$ cat config.mk
export PLATFORM = sky130hd
export DESIGN_NAME = dmvic_queue
export DESIGN_NICKNAME = d
export VERILOG_FILES = /design/src/rtl/dmvic_pkg.sv /design/src/rtl/dmvic_queue.sv
export SDC_FILE = /design/constraint.sdc
export NUM_CORES = 1
export LEC_CHECK = 0
export ABC_AREA = 0
export BUFFER_PORTS_ARGS = -buffer_cell sky130_fd_sc_hd__buf_2
export CAP_MARGIN = 20
export CORE_MARGIN = 2
export CORE_UTILIZATION = 48
export DETAILED_ROUTE_END_ITERATION = 8
export PLACE_DENSITY = 0.74
export SLEW_MARGIN = 25
export SYNTH_ARGS = -nofsm -noshare
export SYNTH_HDL_FRONTEND = slang
export SYNTH_SLANG_ARGS = --single-unit
$ cat constraint.sdc
create_clock -name clock -period 1.36 [get_ports clock]
set_input_delay 0.136 -clock clock [delete_from_list [all_inputs] [get_ports clock]]
set_output_delay 0.136 -clock clock [all_outputs]
set_load 0.01 [all_outputs]
$ cat src/rtl/dmvic_pkg.sv
// ----------------------------------------------------------------------------
// Vertex index cache package
// Shared payload types, widths and codes of the direct-mapped vertex cache.
// ----------------------------------------------------------------------------
package dmvic_pkg;

   localparam int VIDX_W      = 32;
   localparam int FLAGS_W     = 16;
   localparam int ELT_W       = 16;
   localparam int CNT_W       = $clog2(VIDX_W + 1);
   localparam int Q_DEPTH     = 2;
   localparam int EPOCH_W     = 8;
   localparam int FLUSH_MARGIN = 6;

   localparam logic [EPOCH_W-1:0] EPOCH_FIRST = EPOCH_W'(1);
   localparam logic [EPOCH_W-1:0] EPOCH_EMPTY = '0;

   typedef struct packed {
      logic [VIDX_W-1:0]  vertex_index;
      logic [FLAGS_W-1:0] vertex_flags;
      logic               prim_end;
      logic               draw_end;
   } req_type;

   typedef struct packed {
      logic [ELT_W-1:0]  draw_element;
      logic              fetch_valid;
      logic [VIDX_W-1:0] fetch_index;
      logic              batch_flush;
   } rsp_type;

   typedef enum logic [1:0] {
      ST_CLEAR,
      ST_IDLE,
      ST_LOOKUP
   } back_state_type;

endpackage

$ cat src/rtl/dmvic_queue.sv
// ----------------------------------------------------------------------------
// Vertex cache decoupling queue
// Short first-in first-out buffer between the front end and the lookup.
// ----------------------------------------------------------------------------
module dmvic_queue #(
   parameter int WIDTH = 8
) (
   input  logic             clock,
   input  logic             reset,
   input  logic             push,
   input  logic [WIDTH-1:0] push_data,
   input  logic             pop,
   output logic             full,
   output logic             valid,
   output logic [WIDTH-1:0] pop_data
);
   import dmvic_pkg::*;

   localparam int PTR_W  = $clog2(Q_DEPTH);
   localparam int FILL_W = $clog2(Q_DEPTH + 1);

   logic [WIDTH-1:0]  entries_ff [Q_DEPTH];
   logic [PTR_W-1:0]  wr_ptr_ff, wr_ptr_in;
   logic [PTR_W-1:0]  rd_ptr_ff, rd_ptr_in;
   logic [FILL_W-1:0] fill_ff, fill_in;

   assign full     = fill_ff == FILL_W'(Q_DEPTH);
   assign valid    = fill_ff != '0;
   assign pop_data = entries_ff[rd_ptr_ff];

   always_comb begin
      wr_ptr_in = push ? wr_ptr_ff + PTR_W'(1) : wr_ptr_ff;
      rd_ptr_in = pop ? rd_ptr_ff + PTR_W'(1) : rd_ptr_ff;
      fill_in   = fill_ff + FILL_W'(push) - FILL_W'(pop);
   end

   always_ff @(posedge clock) begin
      if (reset) begin
         wr_ptr_ff <= '0;
         rd_ptr_ff <= '0;
         fill_ff   <= '0;
      end else begin
         wr_ptr_ff <= wr_ptr_in;
         rd_ptr_ff <= rd_ptr_in;
         fill_ff   <= fill_in;
      end
   end

   always_ff @(posedge clock) begin
      if (push) begin
         entries_ff[wr_ptr_ff] <= push_data;
      end
   end

endmodule

==> metrics.txt <==
Peak VDD IR 0.000852 V; PortBufs 21; YS warnings 0; Final Cycle Share 99.2%; critical path arrival 1210 ps; CP Depth 3; Routed WL 1.16 mm; sequential-to-total area share from yosys stat 73.1%; TritonCTS clock tree done; critical path's slowest cell dfxtp_2; clock-pin slew on the worst setup and hold paths 110 ps; largest net degree at the start of global routing 12; Top delay family on crit path flip-flops; most area-hungry cell type in the Yosys netlist edfxtp_1; Worst Setup EP pop_data[0]; Worst R2R Setup Slack 180 ps; grt ovf 0; NumNets Final 88; R2R depth 6; slew of the pin with the lowest slew margin 372 ps; layout cells sized above 1 49.3%; Die W 44.7 microns; Final ANT Viol Nets 0; worst path cell trace buf_6 > mux2_4 > buf_6; Final Hold Viols 0; Pleak 0.446 nW; startpoint type of the worst setup path flip-flop; vias in the first global route 458; Die Area 2000 sq um; post-layout min period 1350 ps; unrepaired setup endpoints after global routing yes; Fill cells 110; synthesized area 795 sq um; syn_area_per_cell 17.3 sq um; flops & latches, synth 21; setup_tns 0 ps; Initial Util 52.1%; Crit. End Element output pin; clock sinks 21; Setup Viol. Count Final 0; PD cells 1270 nW/um^2; dpl hpwl 840 microns; placed cell area 937 sq um; TritonCTS Buffers 3; num ports 22; post-route cell area 1050 sq um; critical path buffer and inverter count 2; Fin Hold WS 25.1 ps; reg2reg end fill_ff[1]; core box area 1520 sq um; Yosys top cell area share 60.5%; DRT iter0 DRCs 9; most used cell along the critical path buf_6; Rel. slew slack 75.2%; wire length per cell 13.0 microns; Setup WS pre-CTS 190 ps; initial antenna violation count 0; CP peak stage delay 360 ps; Mapped Cells 46; RePlAce Congestion 0.628; Req. time, crit path 1220 ps; CTS root buffer clkbuf_4; via count 441; Die Height 44.7 microns; Tot GR Track Use 13.9%; Crit Path Category reg -> out; maximum root-to-sink buffer count 2; clk_lat worst skew 290 ps; DRC 0; first-pass GRT wire length 1.92 mm; n_diodes 0; H-tree depth 1; Hold Path Origin push_data[3]; Cell variety after synth 12; row count 14; Max Clk Rate 742 MHz; status completed; maxcap violations 0; Syn-to-layout area delta 32.4%; Slew Viols, Final 0; worst r2r src fill_ff[0]; Layout Skew 3.68 ps; setup ws final 11.5 ps; Final Power 1.33 mW; CP max FO 5; synth top area cells edfxtp_1, dfxtp_1, mux2_1; Hold WC Path Type in -> reg; syn nets 60; number of setup buffers added after CTS 0; DR pass1 iterations 4; drt via density 4.96
metrics by stage:
step	utilization, %	cells
final	69.0	89
after CTS	63.8	89
after global placement	61.5	85
after floorplan	-	46
after detailed placement	61.5	85
after global routing	69.0	89
area by class of cell:
cell class	count	area (sq um)	share of cell area [%]
Sequential cell	21	582	55.3
Multi-Input combinational cell	22	231	22.0
Timing Repair Buffer	24	185	17.6
Clock buffer	4	26.3	2.50
Tap cell	16	20.0	1.90
Inverter	2	7.51	0.713
placed cells by master, fill, tap and decap left out, drive strengths merged:
cell    Yosys  final
ha          2      2
and2        1      1
dfxtp       5      5
xnor3       1      1
or2         1      1
clkbuf      0      4
edfxtp     16     16
nor2        4      4
nor2b       3      3
mux2        8      8
buf         1     24
inv         2      2
xnor2       2      2
cells by family (layout without fill, tap and decap cells):
group         after synthesis  in the layout  synth area share (%)
simple gates                9              9                  5.83
fa+ha+maj                   2              2                  3.15
xor+xnor                    3              3                  5.04
flops                      21             21                  73.1
buf+inv                     3             30                  1.57
mux                         8              8                  11.3
Yosys cell counts:
library cell,count
nor2_1,4
xnor2_1,2
buf_2,1
and2_1,1
edfxtp_1,16
dfxtp_1,5
or2_1,1
inv_1,2
nor2b_1,3
xnor3_1,1
mux2_1,8
ha_1,2
worst min path at each step:
| stage | to | slack [ps] | cells past startpoint |
|---|---|---|---|
| after CTS | entries_ff[0][3] | 20 | 1 |
| after global placement | entries_ff[1][5] | 330 | 1 |
| after global routing | entries_ff[1][0] | 20 | 1 |
| after detailed placement | entries_ff[1][3] | 330 | 1 |
| final | entries_ff[0][3] | 30 | 1 |
| after floorplan | fill_ff[0] | 210 | 1 |
layer usage:
layer / track usage (%) / vias up / wire length [microns]
met5: 0 / - / 0
met1: 15.0 / 211 / 444
met2: 25.5 / 9 / 673
li1: - / 221 / -
met4: 7.27 / 0 / 0
met3: 2.45 / 0 / 38
sequential cells by signal, summed over array words and instances, names as in the netlist, named ones only:
register and flops:
entries_ff 16, fill_ff 2, rd_ptr_ff 1, wr_ptr_ff 1
what timing repair did:
item                       4_1_cts  5_1_grt
resized for setup                3       16
setup endpoints to repair        8        8
hold buffers                     0        0
power by group:
part | switching (mW) | internal, mW | total, mW | leakage [nW]
Combinational | 0.109 | 0.175 | 0.284 | 0.239
Sequential | 0.0230 | 0.746 | 0.769 | 0.192
Clock | 0.168 | 0.114 | 0.282 | 0.0150
No activity file was read; power rests on OpenSTA's default activity.
