`config.mk`:
```
export PLATFORM = sky130hd
export DESIGN_NAME = dmvic_front
export DESIGN_NICKNAME = d
export VERILOG_FILES = /design/src/rtl/dmvic_pkg.sv /design/src/rtl/dmvic_front.sv
export SDC_FILE = /design/constraint.sdc
export NUM_CORES = 1
export LEC_CHECK = 0
export ABC_CLOCK_PERIOD_IN_PS = 3700
export BUFFER_PORTS_ARGS = -buffer_cell sky130_fd_sc_hd__buf_2
export CAP_MARGIN = 30
export CORE_MARGIN = 1
export CORE_UTILIZATION = 40
export DETAILED_ROUTE_END_ITERATION = 8
export GPL_TIMING_DRIVEN = 0
export PLACE_DENSITY = 0.85
export RECOVER_POWER = 100
export SLEW_MARGIN = 20
export SYNTH_ARGS = -nofsm -noshare
export SYNTH_HDL_FRONTEND = slang
export SYNTH_SLANG_ARGS = --single-unit
```
`constraint.sdc`:
```
create_clock -name clock -period 3.7 [get_ports clock]
set_input_delay 0.185 -clock clock [delete_from_list [all_inputs] [get_ports clock]]
set_output_delay 0.185 -clock clock [all_outputs]
set_load 0.03 [all_outputs]
```
`src/rtl/dmvic_pkg.sv`:
```
// ----------------------------------------------------------------------------
// Vertex index cache package
// Shared payload types, widths and codes of the direct-mapped vertex cache.
// ----------------------------------------------------------------------------
package dmvic_pkg;

   localparam int VIDX_W      = 32;
   localparam int FLAGS_W     = 16;
   localparam int ELT_W       = 16;
   localparam int CNT_W       = $clog2(VIDX_W + 1);
   localparam int Q_DEPTH     = 2;
   localparam int EPOCH_W     = 8;
   localparam int FLUSH_MARGIN = 6;

   localparam logic [EPOCH_W-1:0] EPOCH_FIRST = EPOCH_W'(1);
   localparam logic [EPOCH_W-1:0] EPOCH_EMPTY = '0;

   typedef struct packed {
      logic [VIDX_W-1:0]  vertex_index;
      logic [FLAGS_W-1:0] vertex_flags;
      logic               prim_end;
      logic               draw_end;
   } req_type;

   typedef struct packed {
      logic [ELT_W-1:0]  draw_element;
      logic              fetch_valid;
      logic [VIDX_W-1:0] fetch_index;
      logic              batch_flush;
   } rsp_type;

   typedef enum logic [1:0] {
      ST_CLEAR,
      ST_IDLE,
      ST_LOOKUP
   } back_state_type;

endpackage

```
`src/rtl/dmvic_front.sv`:
```
// ----------------------------------------------------------------------------
// Vertex cache front end
// Accepts request words and maps each vertex index onto its cache slot.
// ----------------------------------------------------------------------------
module dmvic_front #(
   parameter int  CACHE_SLOTS = 256,
   localparam int IDX_W       = $clog2(CACHE_SLOTS)
) (
   input  logic               clock,
   input  logic               reset,
   input  logic               req_valid,
   output logic               req_stall,
   input  dmvic_pkg::req_type req_data,
   input  logic               hold_off,
   input  logic               queue_full,
   output logic               push,
   output dmvic_pkg::req_type push_item,
   output logic [IDX_W-1:0]   push_slot
);
   import dmvic_pkg::*;

   localparam bit SLOTS_POW2 = (CACHE_SLOTS & (CACHE_SLOTS - 1)) == 0;

   logic    busy_ff, busy_in;
   req_type item_ff, item_in;
   logic    accept;
   logic    slot_done;
   logic [IDX_W-1:0] slot_val;

   assign push      = busy_ff && slot_done && !queue_full;
   assign req_stall = (busy_ff && !push) || hold_off;
   assign accept    = req_valid && !req_stall;
   assign push_item = item_ff;
   assign push_slot = slot_val;

   always_comb begin
      busy_in = accept || (busy_ff && !push);
      item_in = accept ? req_data : item_ff;
   end

   always_ff @(posedge clock) begin
      if (reset) begin
         busy_ff <= 1'b0;
      end else begin
         busy_ff <= busy_in;
      end
   end

   always_ff @(posedge clock) begin
      item_ff <= item_in;
   end

   generate
      if (SLOTS_POW2) begin : g_pow2
         // low index bits select the slot
         assign slot_done = 1'b1;
         assign slot_val  = item_ff.vertex_index[IDX_W-1:0];
      end else begin : g_recip
         // reciprocal multiply for the quotient; the estimate falls short by
         // at most one, so one compare and subtract finishes the remainder
         localparam int                SHIFT      = VIDX_W - 1 + IDX_W;
         localparam int                PROD_W     = 2 * VIDX_W;
         localparam logic [63:0]       RECIP_WIDE = (64'd1 << SHIFT) / 64'(CACHE_SLOTS);
         localparam logic [VIDX_W-1:0] RECIP      = RECIP_WIDE[VIDX_W-1:0];
         localparam logic [IDX_W:0]    SLOTS_MOD  = (IDX_W + 1)'(CACHE_SLOTS);

         logic              ready_ff, ready_in;
         logic [IDX_W:0]    quot_ff, quot_in;
         logic [PROD_W-1:0] product;
         logic [IDX_W:0]    rem_raw;
         logic [IDX_W:0]    rem_fix;

         assign slot_done = ready_ff;
         assign slot_val  = rem_fix[IDX_W-1:0];

         always_comb begin
            product  = PROD_W'(item_ff.vertex_index) * PROD_W'(RECIP);
            // only the low quotient bits matter for the remainder
            quot_in  = product[SHIFT +: IDX_W + 1];
            rem_raw  = item_ff.vertex_index[IDX_W:0] - quot_ff * SLOTS_MOD;
            rem_fix  = (rem_raw >= SLOTS_MOD) ? rem_raw - SLOTS_MOD : rem_raw;
            ready_in = busy_ff && !accept;
         end

         always_ff @(posedge clock) begin
            if (reset) begin
               ready_ff <= 1'b0;
            end else begin
               ready_ff <= ready_in;
            end
         end

         always_ff @(posedge clock) begin
            quot_ff <= quot_in;
         end
      end
   endgenerate

endmodule

```
==> reports/results.ini <==
[final_layout]
multi_input_area_um2 = 40.04
regArea_um2 = 1521
fin_area_um2 = 2345
finalNetCount = 243
fin_util_pct = 62.18
drive_gt1_share_pct = 38.62
num_antenna_cells = 0
fillCellCount = 334
syn_to_final_growth_pct = 44.26

[timing]
slew_headroom_pct = -7.156
finalSetupViolations = 0
min_period_ps = 2219
hold_viol = 0
drv_slew = 16
finalWorstSetupSlack_ps = 1481
finalCritPeriodShare_pct = 59.97
tightestPinTransition_ps = 1607
fmax_mhz = 450.7
clock_skew_ps = 11.08
grt_setup_unrepaired = no
fin_hold_ws_ps = 48.71

[yosys]
synth-seq-cells = 51
synth.cell_area_um2 = 1625
syn_nets = 120
synth_cell_types = 9
syn_inst = 65
ys_warn_count = 0
ys_seq_area_share_pct = 93.61
syn_avg_cell_area_um2 = 25.00

[power]
p_int_w = 0.0009067
power_frac_clock_pct = 31.9
power_frac_comb_pct = 10.9
pwr_density_cell_nw_per_um2 = 500.4
switchingPower_w = 0.0002666
power.total_w = 0.001173
power_frac_seq_pct = 57.2
swShare_pct = 22.72
p_leak_nw = 0.8981
ir_worst_vdd_mv = 0.3098

[global_route]
grtUsageMet1_pct = 14.61
track_usage_pct = 16.19
grt_first_pass_wirelength_mm = 4.761
gr-usage-met2_pct = 29.46
grt_busiest_layer = met2
grt_max_degree = 20
grtUsageMet3_pct = 8.681
first_global_vias = 939
antenna_found_initial = 0
overflow = 0

[min_path]
hold_class = primary input to flip-flop
worstHoldStart = reset

[placed_design]
finalWeightedCongestion = 0.6622
place.port_buffers = 114
place_area_um2 = 2322
dp_slack_ps = 2093

[setup_path]
critPathRequiredTime_ps = 3720
endpoint_kind = flip-flop
cp-start-kind = flip-flop
crit_type = flip-flop to flip-flop
crit_fanout = 19
arrival_ps = 2240
reg2reg_from = busy_ff$_SDFF_PP0_
startpoint = busy_ff$_SDFF_PP0_

[clock_tree]
cts_setup_buffers = 0
clkTransAtPathRegs_ps = 90
clock_latency_ps = 300
cts_hold_buf = 0
root_buffer = clkbuf_8
clockBufferDepth = 2
ctsHtreeMaxLevel = 2
cts-resized-gates = 0
cts_tree = done
cts_buffers = 5
cts_sinks = 51

[die]
io_pins = 115
die_w_um = 65.75
rows = 22
initial_core_util_pct = 43.10
die_area_um2 = 4322
core-area_um2 = 3771
die_y_um = 65.75

[route]
drtPass1Iterations = 4
drc = 0
vias = 1035
vias_per_cell = 4.367
wl_per_cell_um = 13.93
totalWireLength_mm = 3.301
first_iter_violations = 77
ant_nets = 0

[status]
status = finished, violations left
violations = max-capacitance violations, max-slew violations

[flow_run]
cap_violations = 1

-- power by group through the flow --
| stage | Sequential [W] | Clock [W] | Combinational, W |
|---|---|---|---|
| 3_3_place_gp | 0.000685 | 0 | 0.000125 |
| 3_5_place_dp | 0.000684 | 0 | 0.000138 |
| 5_1_grt | 0.000673 | 0.000411 | 0.000136 |
| 4_1_cts | 0.000671 | 0.000386 | 0.000138 |
| 2_1_floorplan | 0.000733 | 0 | 0.0000254 |
| 6_report | 0.000671 | 0.000375 | 0.000128 |
-- metal layers --
| metal | up-vias | wire (um) |
|---|---|---|
| met3 | 4 | 423 |
| met4 | 0 | 43 |
| met5 | - | 0 |
| met2 | 73 | 1736 |
| li1 | 486 | - |
| met1 | 472 | 1098 |
-- cell type report --
cell class	count	area share, %
multi-input cells	6	1.708
flip-flops and latches	51	64.89
repair buffers	116	23.48
plain buffers	8	2.561
clock inverters	3	1.868
well taps	48	2.561
clock buffers	5	2.935
-- per-stage QoR --
step	TNS (ps)	instances
floorplan	0	65
global placement	-16780	227
detailed placement	0	229
CTS	0	237
global route	0	237
finish	0	237
-- cell usage after synthesis --
cell type,count,area share [%]
a21oi_1,1,0.31
a21oi_2,1,0.54
buf_4,8,3.7
dfxtp_1,1,1.2
edfxtp_1,50,92
nand2_1,1,0.23
nand2b_1,1,0.39
nand2b_4,1,0.85
nor2b_1,1,0.39
-- flip-flops by register name, summed over array words and instances, names as in the netlist --
register / cells
busy_ff: 1
push_item: 50
-- kinds of logic after synthesis --
group / after synthesis / share of synthesized area, %
DFF: 51 / 93.61
AOI/OAI and AO/OA: 2 / 0.8466
and+or+nand+nor: 4 / 1.848
buffers and inverters: 8 / 3.695
-- cell usage in the layout, fill, tap and decap left out --
master	synthesis	routed
a21oi_1	1	2
buf_2	0	54
clkbuf_8	0	5
nor2b_1	1	1
clkinv_2	0	1
buf_16	0	2
bufinv_16	0	1
nand2b_4	1	1
clkbuf_1	0	60
edfxtp_1	50	50
clkinv_4	0	1
buf_4	8	8
nand2b_1	1	1
nand2_1	1	1
dfxtp_1	1	1
-- path summary, 6_finish.rpt --
| kind | cells after the start | end | slack, ps |
|---|---|---|---|
| hold reg to reg | 2 | busy_ff$_SDFF_PP0_ | 500 |
| hold / removal | 2 | busy_ff$_SDFF_PP0_ | 50 |
| setup / recovery | 3 | push_item[19]$_DFFE_PP_ | 1480 |
| setup reg to reg | 3 | push_item[19]$_DFFE_PP_ | 1480 |
-- critical path, cell delays in order (launching register included) --
cell     delay (ps)
dfxtp_1         320
a21oi_1        1210
buf_16          250
buf_16          170
Power figures use the tool's default switching activity.
